===== config.mk =====
export PLATFORM = sky130hd
export DESIGN_NAME = clock_date_edit_unit_core
export DESIGN_NICKNAME = d
export VERILOG_FILES = /design/src/design/cdeu_pkg.sv /design/src/design/cdeu_state.sv /design/src/design/cdeu_fmt.sv /design/src/design/clock_date_edit_unit_core.sv
export SDC_FILE = /design/constraint.sdc
export NUM_CORES = 1
export LEC_CHECK = 0
export BUFFER_PORTS_ARGS = -buffer_cell sky130_fd_sc_hd__buf_4
export CORE_UTILIZATION = 64
export DETAILED_ROUTE_END_ITERATION = 16
export GPL_TIMING_DRIVEN = 0
export MAX_ROUTING_LAYER = met4
export PLACE_DENSITY = 0.83
export REMOVE_ABC_BUFFERS = 1
export SYNTH_ARGS = -nofsm -noshare
export SYNTH_HDL_FRONTEND = slang
export SYNTH_SLANG_ARGS = --single-unit

===== constraint.sdc =====
create_clock -name i_clk -period 10.45 [get_ports i_clk]
set_clock_uncertainty 0.1 [all_clocks]
set_input_delay 2.09 -clock i_clk [delete_from_list [all_inputs] [get_ports i_clk]]
set_output_delay 2.09 -clock i_clk [all_outputs]
set_load 0.05 [all_outputs]

===== src/design/cdeu_pkg.sv =====
// Shared types and constants for the clock/date edit unit.
// No dependencies; used by cdeu_state, cdeu_fmt and clock_date_edit_unit_core.
package cdeu_pkg;

    typedef enum logic [1:0] {
        OP_LOAD   = 2'd0,
        OP_NEXT   = 2'd1,
        OP_CHANGE = 2'd2,
        OP_LEAVE  = 2'd3
    } t_op;

    localparam logic [2:0] FIELD_HOUR   = 3'd0;
    localparam logic [2:0] FIELD_MINUTE = 3'd1;
    localparam logic [2:0] FIELD_SECOND = 3'd2;
    localparam logic [2:0] FIELD_DATE   = 3'd3;
    localparam logic [2:0] FIELD_MONTH  = 3'd4;
    localparam logic [2:0] FIELD_YEAR   = 3'd5;
    localparam logic [2:0] FIELD_NONE   = 3'd6;

    localparam logic [2:0] GRP_NONE   = 3'd0;
    localparam logic [2:0] GRP_HOUR   = 3'd1;
    localparam logic [2:0] GRP_MINUTE = 3'd2;
    localparam logic [2:0] GRP_SECOND = 3'd3;
    localparam logic [2:0] GRP_DATE   = 3'd4;

    typedef struct packed {
        logic [1:0]        opcode;
        logic signed [4:0] step_amount;
        logic [7:0]        sec_in;
        logic [7:0]        minute_in;
        logic [7:0]        hour_in;
        logic [7:0]        date_in;
        logic [7:0]        month_in;
        logic [7:0]        year_in;
    } t_in_item;

    typedef struct packed {
        logic [2:0] edit_field;
        logic [2:0] write_group;
        logic [7:0] hour;
        logic [7:0] minute;
        logic [7:0] second;
        logic [7:0] day;
        logic [7:0] month;
        logic [7:0] year;
    } t_bin_result;

endpackage


===== src/design/cdeu_state.sv =====
// Input register, time/date state registers and per-transaction update logic.
// Depends on cdeu_pkg. Feeds binary results to cdeu_fmt.
module cdeu_state import cdeu_pkg::*; (
    input  logic        i_clk,
    input  logic        i_rst_n,
    input  logic        i_in_valid,
    output logic        o_in_stall,
    input  t_in_item    i_in,
    output logic        o_mid_valid,
    input  logic        i_mid_stall,
    output t_bin_result o_mid
);

    // highest month value a BCD load can produce (0x1F masked -> 25)
    localparam logic [7:0] MONTH_REACH = 8'd25;

    logic        r_in_vld;
    t_in_item    r_in;
    logic        r_mid_vld;
    t_bin_result r_mid;

    logic [7:0] r_hour, r_minute, r_second, r_day, r_month, r_year;
    logic [2:0] r_edit_sel;

    logic [7:0] n_hour, n_minute, n_second, n_day, n_month, n_year;
    logic [2:0] n_edit_sel;
    logic [2:0] n_group;

    logic w_mid_ready;
    logic w_in_ready;
    logic w_fire;

    logic [7:0]        w_cur;
    logic [7:0]        w_sum;
    logic signed [7:0] w_v;
    logic signed [7:0] w_lo;
    logic signed [7:0] w_mx;
    logic [7:0]        w_mr;
    logic signed [7:0] w_mdays;

    function automatic logic [7:0] bcd_to_bin(input logic [7:0] b);
        logic [7:0] hi;
        hi = {4'd0, b[7:4]};
        return (hi << 3) + (hi << 1) + {4'd0, b[3:0]};
    endfunction

    assign w_mid_ready = !r_mid_vld || !i_mid_stall;
    assign w_fire      = r_in_vld && w_mid_ready;
    assign w_in_ready  = !r_in_vld || w_mid_ready;
    assign o_in_stall  = !w_in_ready;
    assign o_mid_valid = r_mid_vld;
    assign o_mid       = r_mid;

    always_comb begin
        w_mr = (r_month > 8'd7) ? r_month + 8'd1 : r_month;
        if (r_month == 8'd2) begin
            w_mdays = (r_year[1:0] != 2'd0) ? 8'sd28 : 8'sd29;
        end else begin
            w_mdays = signed'(w_mr | 8'd30);
        end
    end

    always_comb begin
        n_hour     = r_hour;
        n_minute   = r_minute;
        n_second   = r_second;
        n_day      = r_day;
        n_month    = r_month;
        n_year     = r_year;
        n_edit_sel = r_edit_sel;
        n_group    = GRP_NONE;
        w_cur      = 8'd0;
        w_lo       = 8'sd0;
        w_mx       = 8'sd0;

        case (r_edit_sel)
            FIELD_HOUR: begin
                w_cur = r_hour;   w_mx = 8'sd23;
            end
            FIELD_MINUTE: begin
                w_cur = r_minute; w_mx = 8'sd59;
            end
            FIELD_SECOND: begin
                w_cur = r_second; w_mx = 8'sd0;
            end
            FIELD_DATE: begin
                w_cur = r_day;    w_mx = w_mdays; w_lo = 8'sd1;
            end
            FIELD_MONTH: begin
                w_cur = r_month;  w_mx = 8'sd12;  w_lo = 8'sd1;
            end
            FIELD_YEAR: begin
                w_cur = r_year;   w_mx = 8'sd99;  w_lo = 8'sd1;
            end
            default: begin
                w_cur = 8'd0;
            end
        endcase

        w_sum = w_cur + {{3{r_in.step_amount[4]}}, r_in.step_amount};
        w_v   = signed'(w_sum);
        if (w_v > w_mx) begin
            w_v = w_lo;
        end
        if (w_v < w_lo) begin
            w_v = w_mx;
        end

        unique case (t_op'(r_in.opcode))
            OP_LOAD: begin
                n_second = bcd_to_bin(r_in.sec_in & 8'h7F);
                n_minute = bcd_to_bin(r_in.minute_in & 8'h7F);
                n_hour   = bcd_to_bin(r_in.hour_in & 8'h3F);
                n_day    = bcd_to_bin(r_in.date_in & 8'h3F);
                n_month  = bcd_to_bin(r_in.month_in & 8'h1F);
                n_year   = bcd_to_bin(r_in.year_in);
            end
            OP_NEXT: begin
                n_edit_sel = (r_edit_sel >= FIELD_YEAR) ? FIELD_HOUR : r_edit_sel + 3'd1;
            end
            OP_CHANGE: begin
                case (r_edit_sel)
                    FIELD_HOUR: begin
                        n_hour = w_v;   n_group = GRP_HOUR;
                    end
                    FIELD_MINUTE: begin
                        n_minute = w_v; n_group = GRP_MINUTE;
                    end
                    FIELD_SECOND: begin
                        n_second = w_v; n_group = GRP_SECOND;
                    end
                    FIELD_DATE: begin
                        n_day = w_v;    n_group = GRP_DATE;
                    end
                    FIELD_MONTH: begin
                        n_month = w_v;  n_group = GRP_DATE;
                    end
                    FIELD_YEAR: begin
                        n_year = w_v;   n_group = GRP_DATE;
                    end
                    default: begin
                        n_group = GRP_NONE;
                    end
                endcase
            end
            OP_LEAVE: begin
                n_edit_sel = FIELD_NONE;
            end
        endcase
    end

    always_ff @(posedge i_clk) begin
        if (!i_rst_n) begin
            r_in_vld   <= 1'b0;
            r_mid_vld  <= 1'b0;
            r_hour     <= 8'd0;
            r_minute   <= 8'd0;
            r_second   <= 8'd0;
            r_day      <= 8'd1;
            r_month    <= 8'd1;
            r_year     <= 8'd1;
            r_edit_sel <= FIELD_NONE;
        end else begin
            if (w_in_ready) begin
                r_in_vld <= i_in_valid;
            end
            if (w_mid_ready) begin
                r_mid_vld <= r_in_vld;
            end
            if (w_fire) begin
                r_hour     <= n_hour;
                r_minute   <= n_minute;
                r_second   <= n_second;
                r_day      <= n_day;
                r_month    <= n_month;
                r_year     <= n_year;
                r_edit_sel <= n_edit_sel;
            end
        end
    end

    always_ff @(posedge i_clk) begin
        if (i_in_valid && w_in_ready) begin
            r_in <= i_in;
        end
        if (w_fire) begin
            r_mid.edit_field  <= n_edit_sel;
            r_mid.write_group <= n_group;
            r_mid.hour        <= n_hour;
            r_mid.minute      <= n_minute;
            r_mid.second      <= n_second;
            r_mid.day         <= n_day;
            r_mid.month       <= n_month;
            r_mid.year        <= n_year;
        end
    end

    a_edit_sel_range: assert property (@(posedge i_clk) disable iff (!i_rst_n)
        r_edit_sel <= FIELD_NONE)
        else $error("edit select out of range");

    a_month_reach: assert property (@(posedge i_clk) disable iff (!i_rst_n)
        r_month <= MONTH_REACH)
        else $error("month register beyond loadable range");

    a_second_clear: assert property (@(posedge i_clk) disable iff (!i_rst_n)
        w_fire && (r_in.opcode == OP_CHANGE) && (r_edit_sel == FIELD_SECOND)
        |=> r_second == 8'd0)
        else $error("seconds edit did not clear seconds");

endmodule


===== src/design/cdeu_fmt.sv =====
// Output stage: BCD conversion, weekday calculation and the result register.
// Depends on cdeu_pkg; takes binary results from cdeu_state.
module cdeu_fmt import cdeu_pkg::*; (
    input  logic        i_clk,
    input  logic        i_rst_n,
    input  logic        i_valid,
    output logic        o_stall,
    input  t_bin_result i_res,
    output logic        o_out_valid,
    input  logic        i_out_stall,
    output logic [2:0]  o_edit_field,
    output logic [2:0]  o_write_group,
    output logic [7:0]  o_hour_out,
    output logic [7:0]  o_minute_out,
    output logic [7:0]  o_second_out,
    output logic [7:0]  o_date_out,
    output logic [2:0]  o_weekday_out,
    output logic [7:0]  o_month_out,
    output logic [7:0]  o_year_out
);

    logic       r_vld;
    logic [2:0] r_edit_field, r_write_group, r_weekday;
    logic [7:0] r_hour, r_minute, r_second, r_date, r_month, r_year;

    logic       w_ready;
    logic       w_a;
    logic [7:0] w_y;
    logic [7:0] w_m;
    logic [6:0] w_mterm;
    logic [9:0] w_sum;
    logic [4:0] w_s1;
    logic [3:0] w_s2;
    logic [2:0] w_s3;
    logic [2:0] w_wday;

    function automatic logic [7:0] bin_to_bcd(input logic [7:0] v);
        logic [15:0] p;
        logic [7:0]  q;
        logic [7:0]  rem;
        p   = {8'd0, v} * 16'd205;
        q   = {3'd0, p[15:11]};
        rem = v - (q << 3) - (q << 1);
        return {q[3:0], 4'd0} + rem;
    endfunction

    // floor(31*m/12) for m below 32
    function automatic logic [6:0] month_term(input logic [4:0] m);
        logic [6:0] t;
        case (m)
            5'd0:  t = 7'd0;   5'd1:  t = 7'd2;   5'd2:  t = 7'd5;   5'd3:  t = 7'd7;
            5'd4:  t = 7'd10;  5'd5:  t = 7'd12;  5'd6:  t = 7'd15;  5'd7:  t = 7'd18;
            5'd8:  t = 7'd20;  5'd9:  t = 7'd23;  5'd10: t = 7'd25;  5'd11: t = 7'd28;
            5'd12: t = 7'd31;  5'd13: t = 7'd33;  5'd14: t = 7'd36;  5'd15: t = 7'd38;
            5'd16: t = 7'd41;  5'd17: t = 7'd43;  5'd18: t = 7'd46;  5'd19: t = 7'd49;
            5'd20: t = 7'd51;  5'd21: t = 7'd54;  5'd22: t = 7'd56;  5'd23: t = 7'd59;
            5'd24: t = 7'd62;  5'd25: t = 7'd64;  5'd26: t = 7'd67;  5'd27: t = 7'd69;
            5'd28: t = 7'd72;  5'd29: t = 7'd74;  5'd30: t = 7'd77;  default: t = 7'd80;
        endcase
        return t;
    endfunction

    always_comb begin
        w_a     = (i_res.month <= 8'd2);
        w_y     = w_a ? i_res.year + 8'd11 : i_res.year + 8'd12;
        w_m     = w_a ? i_res.month + 8'd10 : i_res.month - 8'd2;
        w_mterm = month_term(w_m[4:0]);
        w_sum   = {2'd0, i_res.day} + {2'd0, w_y} + {4'd0, w_y[7:2]} + {3'd0, w_mterm};
        // mod 7 by folding octal digits (8 == 1 mod 7); 7 stands for zero
        w_s1    = {2'd0, w_sum[2:0]} + {2'd0, w_sum[5:3]} + {2'd0, w_sum[8:6]}
                + {4'd0, w_sum[9]};
        w_s2    = {1'b0, w_s1[2:0]} + {2'd0, w_s1[4:3]};
        w_s3    = w_s2[2:0] + {2'd0, w_s2[3]};
        w_wday  = (w_s3 == 3'd0) ? 3'd7 : w_s3;
    end

    assign w_ready = !r_vld || !i_out_stall;
    assign o_stall = !w_ready;

    always_ff @(posedge i_clk) begin
        if (!i_rst_n) begin
            r_vld <= 1'b0;
        end else if (w_ready) begin
            r_vld <= i_valid;
        end
    end

    always_ff @(posedge i_clk) begin
        if (i_valid && w_ready) begin
            r_edit_field  <= i_res.edit_field;
            r_write_group <= i_res.write_group;
            r_hour        <= bin_to_bcd(i_res.hour);
            r_minute      <= bin_to_bcd(i_res.minute);
            r_second      <= bin_to_bcd(i_res.second);
            r_date        <= bin_to_bcd(i_res.day);
            r_month       <= bin_to_bcd(i_res.month);
            r_year        <= bin_to_bcd(i_res.year);
            r_weekday     <= w_wday;
        end
    end

    assign o_out_valid   = r_vld;
    assign o_edit_field  = r_edit_field;
    assign o_write_group = r_write_group;
    assign o_hour_out    = r_hour;
    assign o_minute_out  = r_minute;
    assign o_second_out  = r_second;
    assign o_date_out    = r_date;
    assign o_weekday_out = r_weekday;
    assign o_month_out   = r_month;
    assign o_year_out    = r_year;

    a_weekday_nonzero: assert property (@(posedge i_clk) disable iff (!i_rst_n)
        o_out_valid |-> o_weekday_out != 3'd0)
        else $error("weekday zero");

    a_group_range: assert property (@(posedge i_clk) disable iff (!i_rst_n)
        o_out_valid |-> o_write_group <= GRP_DATE)
        else $error("write group out of range");

    a_group_needs_edit: assert property (@(posedge i_clk) disable iff (!i_rst_n)
        o_out_valid && (o_write_group != GRP_NONE) |-> o_edit_field < FIELD_NONE)
        else $error("write group set outside edit mode");

endmodule


===== src/design/clock_date_edit_unit_core.sv =====
// A transaction passes through the input, state result and output registers.
// Throughput: one transaction per cycle while nothing stalls; the state registers
// update on firing; output stall goes combinationally back through all stages.
// Reset (synchronous, active low) empties the pipeline and sets time 00:00:00,
// date 1/1/01 and edit mode off.
module clock_date_edit_unit_core import cdeu_pkg::*; (
    input  logic        i_clk,
    input  logic        i_rst_n,
    input  logic        i_in_valid,
    output logic        o_in_stall,
    input  logic [1:0]  i_opcode,
    input  logic signed [4:0] i_step_amount,
    input  logic [7:0]  i_sec_in,
    input  logic [7:0]  i_minute_in,
    input  logic [7:0]  i_hour_in,
    input  logic [7:0]  i_date_in,
    input  logic [7:0]  i_month_in,
    input  logic [7:0]  i_year_in,
    output logic        o_out_valid,
    input  logic        i_out_stall,
    output logic [2:0]  o_edit_field,
    output logic [2:0]  o_write_group,
    output logic [7:0]  o_hour_out,
    output logic [7:0]  o_minute_out,
    output logic [7:0]  o_second_out,
    output logic [7:0]  o_date_out,
    output logic [2:0]  o_weekday_out,
    output logic [7:0]  o_month_out,
    output logic [7:0]  o_year_out
);

    t_in_item    w_in;
    t_bin_result w_mid;
    logic        w_mid_valid;
    logic        w_mid_stall;

    always_comb begin
        w_in.opcode      = i_opcode;
        w_in.step_amount = i_step_amount;
        w_in.sec_in      = i_sec_in;
        w_in.minute_in   = i_minute_in;
        w_in.hour_in     = i_hour_in;
        w_in.date_in     = i_date_in;
        w_in.month_in    = i_month_in;
        w_in.year_in     = i_year_in;
    end

    cdeu_state u_state (
        .i_clk       (i_clk),
        .i_rst_n     (i_rst_n),
        .i_in_valid  (i_in_valid),
        .o_in_stall  (o_in_stall),
        .i_in        (w_in),
        .o_mid_valid (w_mid_valid),
        .i_mid_stall (w_mid_stall),
        .o_mid       (w_mid)
    );

    cdeu_fmt u_fmt (
        .i_clk         (i_clk),
        .i_rst_n       (i_rst_n),
        .i_valid       (w_mid_valid),
        .o_stall       (w_mid_stall),
        .i_res         (w_mid),
        .o_out_valid   (o_out_valid),
        .i_out_stall   (i_out_stall),
        .o_edit_field  (o_edit_field),
        .o_write_group (o_write_group),
        .o_hour_out    (o_hour_out),
        .o_minute_out  (o_minute_out),
        .o_second_out  (o_second_out),
        .o_date_out    (o_date_out),
        .o_weekday_out (o_weekday_out),
        .o_month_out   (o_month_out),
        .o_year_out    (o_year_out)
    );

endmodule

* Word-level counts from Yosys, hierarchy flattened
Memories as Yosys holds them, arrays and structs flattened.
Index checks and enable logic that the tools add are counted.
** Cells by class
- Order comparisons :: 5
- Equality and inequality tests :: 9
- $add $sub $neg :: 45
- Multiply operators :: 6
- Multiplexer cells :: 25
- Reduce and logical (&&, ||, !) cells :: 16
** Operators with widths (count)
- 8-bit by 8-bit multiplier with 16-bit output, second input constant :: 6
- 8-bit case mux with 2 select lines :: 6
- 8-bit two-way mux :: 11
- 8-bit adder :: 7
- 8-bit case mux with 6 select lines :: 1
- 8-bit by 6-bit subtractor with 8-bit output :: 6
- 8-bit subtractor :: 6
- 8-bit case mux with 5 select lines :: 1
- 6-bit by 4-bit adder with 7-bit output :: 4
- 7-bit by 4-bit adder with 8-bit output :: 2
- 8-bit by 4-bit adder with 8-bit output, second input constant :: 2
- 5-bit by 3-bit adder with 6-bit output :: 2
- 3-bit case mux with 4 select lines :: 1
- 10-bit by 6-bit adder with 10-bit output :: 1
- 10-bit by 7-bit adder with 10-bit output :: 1
- 8-bit by 8-bit adder with 9-bit output :: 1
- 7-bit by 5-bit adder with 8-bit output :: 1
- 8-bit by 1-bit adder with 8-bit output, second input constant :: 1
- 8-bit by 4-bit adder with 8-bit output :: 1
- 8-bit by 2-bit equality test with 1-bit output, second input constant :: 1
- 8-bit by 3-bit greater-than comparator with 1-bit output, second input constant :: 1
- 8-bit greater-than comparator :: 1
- 8-bit by 2-bit <= comparator with 1-bit output, second input constant :: 1
- 8-bit by 2-bit less-than comparator with 1-bit output :: 1
- other kinds (27) :: 40
** Storage, ports and cells
- Flip-flop bits (word level) :: 211
- Memories :: 1
- Logic and storage cells :: 142
- ROM bits :: 224
- Output and inout port bits :: 59
- Input bits :: 59
** Memory list
- (name not given) :: words 32, width 7, rd ports 1, clocked after memory_dff 0, write ports 0, RTL line cdeu_fmt.sv:50 : case (m)

* Longest topological paths before layout
Gate-level depths: netlist of the first run.
- Word-level depth :: 11
- Mapped depth :: 40

* Hierarchy
Synthesis of the first run repeated with hierarchy kept, for this count alone.
** Second synthesis, totals
- Cell total of the unflattened synthesis :: 2062
- Area, all modules :: 20714.9 sq um
** Modules (own cells, without submodules)
- cdeu_fmt :: cells each 1293, sequential area each 1731.7 sq um, area each 12565.8 sq um, times used 1
- cdeu_state :: cells each 769, sequential area each 4063.9 sq um, area each 8149.1 sq um, times used 1

* Least setup slack after synthesis of the first run
Ideal clock, no wire load.
- Path kind :: reg-to-reg
- From :: register u_state.r_mid, in the netlist u_state.o_mid[10]
- To :: register u_fmt.r_weekday[2], in the netlist u_fmt.o_weekday_out[2] (data pin)
- Library setup time :: 259 ps
- Clock period less this slack :: 7930 ps
- Required time :: 10091 ps
- Data arrival time :: 7571 ps
- Path slack :: 2520 ps
- Stages on the path, launching flop included :: 36
- Cell sequence :: edfxtp_1 > inv_1 > ha_1 > a21boi_0 > o21ai_0 > a21boi_0 > clkbuf_1 > inv_1 > ha_1 > a211oi_1 > xnor2_1 > xnor2_1 > mux4_2 > nor2_1 > a21oi_1 > fa_1 > inv_1 > ha_1 > a21o_1 > a21oi_1 > nor2b_1 > o21a_1 > o21ai_0 > nand2_1 > fa_1 > fa_1 > inv_1 > a21oi_1 > nor2_1 > inv_1 > fa_1 > inv_1 > ha_1 > xnor2_1 > xnor2_1 > o21bai_1
** On the way
- Longest elaborated chain between the ends :: 11
- Elaborated cells on any way between the ends :: 15
** Ends and longest elaborated chain
- from (decl) :: RTL line cdeu_state.sv:20 : t_bin_result r_mid;
- 8-bit by 2-bit <= comparator with 1-bit output :: RTL line cdeu_fmt.sv:64 : w_a = (i_res.month <= 8'd2);
- 8-bit two-way mux :: RTL line cdeu_fmt.sv:65 : w_y = w_a ? i_res.year + 8'd11 : i_res.year + 8'd12;
- 8-bit by 8-bit adder with 9-bit output :: RTL line cdeu_fmt.sv:68 : w_sum = {2'd0, i_res.day} + {2'd0, w_y} + {4'd0, w_y[7:2]} + {3'd0, w_mterm};
- 10-bit by 6-bit adder with 10-bit output :: RTL line cdeu_fmt.sv:68
- 10-bit by 7-bit adder with 10-bit output * :: RTL line cdeu_fmt.sv:68
- 3-bit by 3-bit adder with 4-bit output :: RTL line cdeu_fmt.sv:70 : w_s1 = {2'd0, w_sum[2:0]} + {2'd0, w_sum[5:3]} + {2'd0, w_sum[8:6]}
- 5-bit by 3-bit adder with 5-bit output :: RTL line cdeu_fmt.sv:70
- 5-bit by 1-bit adder with 5-bit output * :: RTL line cdeu_fmt.sv:71 : + {4'd0, w_sum[9]};
- 3-bit by 2-bit adder with 4-bit output * :: RTL line cdeu_fmt.sv:72 : w_s2 = {1'b0, w_s1[2:0]} + {2'd0, w_s1[4:3]};
- 3-bit by 1-bit adder with 3-bit output * :: RTL line cdeu_fmt.sv:73 : w_s3 = w_s2[2:0] + {2'd0, w_s2[3]};
- 3-bit logical NOT :: RTL line cdeu_fmt.sv:74 : w_wday = (w_s3 == 3'd0) ? 3'd7 : w_s3;
- to (signal assigned) :: RTL line cdeu_fmt.sv:98 : r_weekday <= w_wday;
- to (decl) :: RTL line cdeu_fmt.sv:23 : logic [2:0] r_edit_field, r_write_group, r_weekday;
Every way passes the cells marked *; elsewhere a longest branch is shown, timed or not.
A chain may end at the register's enable or synchronous reset.

* Worst setup path in the final report of the first run
- From :: register u_state.r_mid, in the netlist u_state.o_mid[8]
- To :: register u_fmt.r_weekday[0], in the netlist u_fmt.o_weekday_out[0] (data pin)
The elaborated chain is that of the path after synthesis.

==> out/results.tsv, run 1 <==
metric	value	unit
maxCapViolCount	1	
rsz0062_at_grt	no	
worst-endpoint-required	10630	ps
dp_hpwl	36850	um
number_of_antenna_violations_at_the_first_check_in_global_routing	0	
layout-drive-gt1-share	9.124	%
netlist_area	20940	sq um
critical_path.max_fanout	15	
groute.usage.overall	29.83	%
critical-path-slowest-cell	sky130_fd_sc_hd__a21boi_1	
place.detailed.instances	2580	
synth_compound_area_share	13.51	%
worst_path_largest_cell_delay	880	ps
wl_per_cell	17.99	um
fin_ws	937.4	ps
synth-adder-area-share	36.06	%
finish.utilization	72.38	%
outcome	complete, but fails checks	
die_height	182.9	um
first_pass_grt_wire_length	77520	um
die_width	182.9	um
synth_cell_types	86	
fin_tns_setup	0	ps
synth-async-reset-ratio	0	%
worstSetupPathType	flip-flop to flip-flop	
clkSinkCount	211	
power_density	309.4	nW/um^2
worstHoldPathType	flip-flop to flip-flop	
power_leakage	10.91	nW
fin_crit_sh	91.03	%
edff_count_synth	157	
worstSetupEndpointType	flip-flop	
overflow	0	
maxClockFrequency	105.1	MHz
syn_avg_cell_area	10.04	sq um
fin_area	23070	sq um
tritoncts	done	
seq_area_frac_synth	27.67	%
hold_viol	0	
initialDrtViolationCount	1300	
post_cts.repair.setup_buffers	0	
die_area	33450	sq um
synth_simple_gate_area_share	7.432	%
synth_top_family_by_area	adder cells	
io_pins	118	
start_util	65.69	%
design.core.area	31880	sq um
timing_max_transition_violations_final	12	
failed_checks	max-capacitance violations, max-slew violations	
numPortBuffers	108	
fill_cells	2287	
post_synth_inst_count	2086	
layout.nets	2757	
multi_input_comb_area	13520	sq um
critPathMostFrequentCell	sky130_fd_sc_hd__inv_1	
setup_viol	0	
pin_count_of_the_biggest_net_entering_global_routing	65	
peakVddDrop	0.7380	mV
clkTransAtPathRegs	60	ps
syn2layout_area_growth	10.17	%
vias_per_cell	5.910	
layout_min_cycle_time	9513	ps
yosys_warnings	0	
instances_no_fill	2627	
floorplan.rows	65	
yosys.area_share.xor_xnor	6.106	%
register_area	5796	sq um
yosys_most_used_dff	sky130_fd_sc_hd__edfxtp_1	
post-route-drc-count	0	
detailed_place.area	22200	sq um
vias	15530	
detail_route.first_pass.iterations	8	
clkLatencyLatePin	550	ps
htreeDepth	1	
critPathLaunchType	flip-flop	
place_worst_setup_slack	774.9	ps
relSlewSlack	-0.7859	%
flip_flop_count_of_the_largest_register_after_layout	54	
worst_max_slew_pin_slew	1512	ps
synthMuxAreaShare	1.320	%
wl	47260	um
first_global_vias	16000	
synth_seq_cells	211	
ctsLongestPathBuffers	3	
clock_tree_root_buffer_cell	sky130_fd_sc_hd__clkbuf_16	
antenna-diode-count	0	
timing.critical_path.arrival	9700	ps
numCtsBuffers	25	
place.gp.congestion	0.9687	
drtAntennaViolNets	0	
kinds of logic (layout without fill, tap and decap cells):
kind of cell | after synthesis | in the layout
AO/OA/AOI/OAI | 408 | 408
XOR/XNOR | 146 | 146
adder cells (fa/ha/maj) | 525 | 525
buffers and inverters | 434 | 540
flip-flops | 211 | 211
multiplexers | 23 | 23
AND/OR/NAND/NOR | 339 | 339
path summary, 6_finish.rpt:
check             slack [ps]  cells after the start                             from                              endpoint
setup reg to reg         940                     35       u_state.o_mid[8]$_DFFE_PP_  u_fmt.o_weekday_out[0]$_SDFFCE_PN1P_
setup / recovery         940                     35       u_state.o_mid[8]$_DFFE_PP_  u_fmt.o_weekday_out[0]$_SDFFCE_PN1P_
hold / removal           330                      0  u_state.o_mid[50]$_SDFFCE_PN0P_      u_fmt.o_write_group[2]$_DFFE_PP_
hold reg to reg          330                      0  u_state.o_mid[50]$_SDFFCE_PN0P_      u_fmt.o_write_group[2]$_DFFE_PP_
layout make-up:
class                   instances  share of cell area, %
multi-input cells            1441                  58.60
clock buffers                  32                  3.096
inverters                     380                  6.192
clock inverters                14                 0.5260
well taps                     435                  2.359
repair buffers                114                  4.110
flip-flops and latches        211                  25.12
critical path: cells and delay by family (launching register included):
| kind | cells | cell delay, ps |
|---|---|---|
| buffers and inverters | 6 | 740 |
| AND/OR/NAND/NOR | 5 | 720 |
| multiplexers | 1 | 610 |
| flip-flops | 1 | 630 |
| AO/OA/AOI/OAI | 10 | 1900 |
| adder cells (fa/ha/maj) | 10 | 3280 |
| XOR/XNOR | 3 | 1230 |
what timing repair did:
| action | in CTS | in global routing |
|---|---|---|
| endpoints found under the setup margin | 0 | 3 |
| resized for setup | 0 | 1 |
| hold buffers | 0 | 0 |
cell usage after synthesis (11+ instances only):
library cell               instances  share of area (%)
sky130_fd_sc_hd__a21o_1           29                1.0
sky130_fd_sc_hd__a21oi_1         109                2.6
sky130_fd_sc_hd__a22oi_1          19               0.68
sky130_fd_sc_hd__a31oi_1          23               0.69
sky130_fd_sc_hd__clkbuf_1         43               0.77
sky130_fd_sc_hd__dfxtp_1          54                5.2
sky130_fd_sc_hd__edfxtp_1        157                 23
sky130_fd_sc_hd__fa_1            131                 13
sky130_fd_sc_hd__ha_1            394                 24
sky130_fd_sc_hd__inv_1           380                6.8
sky130_fd_sc_hd__mux2_2           12               0.65
sky130_fd_sc_hd__nand2_1         112                2.0
sky130_fd_sc_hd__nand4_1          11               0.33
sky130_fd_sc_hd__nor2_1          115                2.1
sky130_fd_sc_hd__nor2b_1          16               0.48
sky130_fd_sc_hd__nor3_1           31               0.74
sky130_fd_sc_hd__o21ai_0          66                1.6
sky130_fd_sc_hd__o21bai_1         22               0.79
sky130_fd_sc_hd__xnor2_1         104                4.3
sky130_fd_sc_hd__xor2_1           42                1.8
stage by stage:
| step | power (mW) | hold slack, ps |
|---|---|---|
| finish | 7.140 | 328.0 |
| global route | 7.819 | 332.1 |
| CTS | 7.168 | 329.0 |
| detailed placement | 6.242 | 314.1 |
| global placement | 5.924 | 306.4 |
| floorplan | 5.252 | 300.3 |
cell usage in the layout (no fill, tap or decap), drive strengths merged, types with 11 or more instances in the layout:
cell type / Yosys / final
a22oi: 19 / 19
nor2b: 16 / 16
dfxtp: 54 / 54
inv: 380 / 383
nor2: 116 / 116
a21oi: 109 / 109
clkbuf: 43 / 32
buf: 11 / 114
o21bai: 22 / 22
o21ai: 73 / 73
mux2: 14 / 14
fa: 131 / 131
nand4: 11 / 11
edfxtp: 157 / 157
a31oi: 23 / 23
a21o: 29 / 29
nor3: 32 / 32
xor2: 42 / 42
nand2: 112 / 112
xnor2: 104 / 104
nand3: 11 / 11
ha: 394 / 394
routing by layer:
layer / track usage, % / vias to the layer above / wire [um]
li1: - / 7362 / -
met3: 4.309 / 143 / 2915
met5: - / - / 0
met2: 51.80 / 550 / 23570
met4: 11.10 / 0 / 1870
met1: 35.16 / 7471 / 18910
report_power, final:
part	internal [mW]	switching, mW	leakage (nW)
sequential	1.32	0.0612	1.93
combinational	2.21	2.66	8.57
clock	0.513	0.375	0.409
total	4.04	3.10	10.9
No activity file was read; power rests on OpenSTA's default activity.
==> run 2: changes to the inputs <==
--- a/config.mk
+++ b/config.mk
@@ -7,9 +7,9 @@
 export LEC_CHECK = 0
 export BUFFER_PORTS_ARGS = -buffer_cell sky130_fd_sc_hd__buf_4
-export CORE_UTILIZATION = 64
+export CORE_UTILIZATION = 40
 export DETAILED_ROUTE_END_ITERATION = 16
 export GPL_TIMING_DRIVEN = 0
 export MAX_ROUTING_LAYER = met4
-export PLACE_DENSITY = 0.83
+export RECOVER_POWER = 50
 export REMOVE_ABC_BUFFERS = 1
 export SYNTH_ARGS = -nofsm -noshare
==> constraint.sdc (replaced) <==
create_clock -name i_clk -period 10.45 [get_ports i_clk]
set_clock_uncertainty 0.1 [all_clocks]
set_input_delay 0.5225 -clock i_clk [delete_from_list [all_inputs] [get_ports i_clk]]
set_output_delay 0.5225 -clock i_clk [all_outputs]
set_load 0.05 [all_outputs]
==> run 2 against run 1 <==
The flow still finishes with violations (max-capacitance violations, max-slew violations). Utilization fell by 27 points. Die area is 59% higher. Count of clock-buffer cells in the layout increased by 3. Critical path depth unchanged. Register-to-register slack better by 410 ps. Sequential power about the same. Global-route usage fell by 10 points. Final cell count up 10%.
==> out/results.tsv, run 2 (same netlist as run 1, synthesis figures left out) <==
metric	value	unit	change
critical-path-slowest-cell	sky130_fd_sc_hd__xnor2_1		
peakVddDrop	0.3300	mV	-55%
first_global_vias	15520		-3.0%
worstHoldPathType	primary input to flip-flop		
drtAntennaViolNets	0		unchanged
outcome	complete, but fails checks		
layout.cells.most_common	sky130_fd_sc_hd__ha_1		
power_density	302.9	nW/um^2	-2.1%
design.core.area	51510	sq um	+62%
first_pass_grt_wire_length	80580	um	+3.9%
fin_ws	1348	ps	+410.2 ps
setup_viol	0		unchanged
crit-reg2reg-launch	u_state.o_mid[11]$_DFFE_PP_		
clkSinkCount	211		unchanged
place_worst_setup_slack	1346	ps	+571.0 ps
ctsLongestPathBuffers	3		unchanged
dp_hpwl	39020	um	+5.9%
fin_tns_setup	0	ps	unchanged
critPathMostFrequentCell	sky130_fd_sc_hd__inv_1		
flip_flop_count_of_the_largest_register_after_layout	54		unchanged
finish.utilization	45.43	%	-27 points
groute.usage.overall	19.53	%	-10 points
worstSetupPathType	flip-flop to flip-flop		
clkLatencyLatePin	580	ps	+30 ps
maxClockFrequency	109.9	MHz	+4.5%
start_util	40.66	%	-25 points
cts.hold.buffers_added	22		+22
fin_crit_sh	87.10	%	-3.9 points
numPortBuffers	108		unchanged
final_cell_mix	sky130_fd_sc_hd__ha_1, sky130_fd_sc_hd__inv_1, sky130_fd_sc_hd__edfxtp_1		
worst-endpoint-required	10660	ps	+30 ps
die_width	230.8	um	+26%
wl	49850	um	+5.5%
overflow	0		unchanged
worst_path_largest_cell_delay	920	ps	+40 ps
startpoint_of_the_lowest_slack_hold_path	i_hour_in[0]		
critPathLaunchType	flip-flop		
failed_checks	max-capacitance violations, max-slew violations		
detail_route.first_pass.iterations	5		-3
die_area	53280	sq um	+59%
setup_crit_start	u_state.o_mid[11]$_DFFE_PP_		
die_height	230.8	um	+26%
power_leakage	10.78	nW	-1.2%
critical_path.max_fanout	15		unchanged
post_cts.resized_instances	0		unchanged
post-route-drc-count	0		unchanged
io_pins	118		unchanged
hold_viol	0		unchanged
antenna-diode-count	0		unchanged
worstSetupEndpointType	flip-flop		
layout.nets	2783		+0.94%
initialDrtViolationCount	856		-34%
floorplan.rows	83		+28%
layout_min_cycle_time	9102	ps	-410.2 ps
timing_max_transition_violations_final	136		+124
vias_per_cell	5.239		-11%
fin_total_pwr	7.089	mW	-0.71%
number_of_antenna_violations_at_the_first_check_in_global_routing	1		+1
syn2layout_area_growth	11.74	%	
pin_count_of_the_biggest_net_entering_global_routing	65		unchanged
place.detailed.instances	2826		+9.5%
htreeDepth	1		unchanged
layout-drive-gt1-share	6.033	%	-3.1 points
wl_per_cell	17.18	um	-4.5%
numCtsBuffers	28		+12%
instances_no_fill	2901		+10%
fill_cells	5043		+120%
timing.critical_path.arrival	9310	ps	-390 ps
relSlewSlack	-25.69	%	-25 points
vias	15200		-2.1%
clock_tree_root_buffer_cell	sky130_fd_sc_hd__clkbuf_16		
worst_max_slew_pin_slew	1885	ps	+373.6 ps
post_cts.repair.setup_buffers	0		unchanged
clkTransAtPathRegs	60	ps	about the same
tritoncts	done		
rsz0062_at_grt	no		
maxCapViolCount	6		+5
place.gp.congestion	0.9359		-3.4%
-- run 2: cell types whose count changed in the layout (fill, tap and decap cells not counted), moves of 2 or more --
cell                            delta
sky130_fd_sc_hd__buf_4           -104
sky130_fd_sc_hd__clkbuf_4         +37
sky130_fd_sc_hd__clkinvlp_4        -2
sky130_fd_sc_hd__buf_12            -2
sky130_fd_sc_hd__bufinv_16         +2
sky130_fd_sc_hd__clkbuf_1         +72
sky130_fd_sc_hd__dlygate4sd3_1    +22
sky130_fd_sc_hd__clkinv_4          +3
sky130_fd_sc_hd__clkbuf_16         +2
-- run 2: path summary, 6_finish.rpt --
check	end	slack, ps	depth (start not counted)
setup / recovery	u_fmt.o_weekday_out[2]$_SDFFCE_PN1P_	1350	35
hold / removal	u_state.r_in[24]$_DFFE_PP_	60	1
setup reg to reg	u_fmt.o_weekday_out[2]$_SDFFCE_PN1P_	1350	35
hold reg to reg	u_fmt.o_edit_field[2]$_DFFE_PP_	330	0
-- run 2: cell type report --
cell class | count | area, sq um | area share [%]
multi-input combinational | 1441 | 13500 | 57.69
sequential | 211 | 5796 | 24.76
inverter | 380 | 1429 | 6.106
timing repair buffer | 137 | 864.6 | 3.694
tap | 680 | 850.8 | 3.636
clock buffer | 35 | 768.2 | 3.283
clock inverter | 17 | 192.7 | 0.8234
-- run 2: critical path: cells and delay by family (launching register included) --
| family | cells | cell delay, ps |
|---|---|---|
| adder cells (fa/ha/maj) | 8 | 3120 |
| AO/OA/AOI/OAI | 11 | 1890 |
| XOR/XNOR | 4 | 1320 |
| buffers and inverters | 7 | 720 |
| flip-flops | 1 | 640 |
| multiplexers | 1 | 610 |
| AND/OR/NAND/NOR | 4 | 440 |
-- run 2: stage by stage --
stage	hold WS (ps)	instance area (sq um)
2_1_floorplan	300.3	20710
3_3_place_gp	311.3	22380
3_5_place_dp	305.7	22510
4_1_cts	2.047	23690
5_1_grt	39.33	23400
6_report	58.27	23400
-- run 2: report_power, final --
group | internal [mW] | leakage (nW) | total [mW] | switching (mW)
clock network | 0.599 | 0.475 | 1.00 | 0.404
logic | 2.13 | 8.38 | 4.70 | 2.57
registers | 1.32 | 1.93 | 1.38 | 0.0627
-- run 2: routing by layer --
layer / part of all wire, % / up-vias / track usage (%)
met5: 0 / - / -
met4: 2.8 / 0 / 5.733
met3: 5.4 / 89 / 2.520
met2: 48 / 399 / 32.74
met1: 44 / 7286 / 24.52
li1: - / 7423 / -
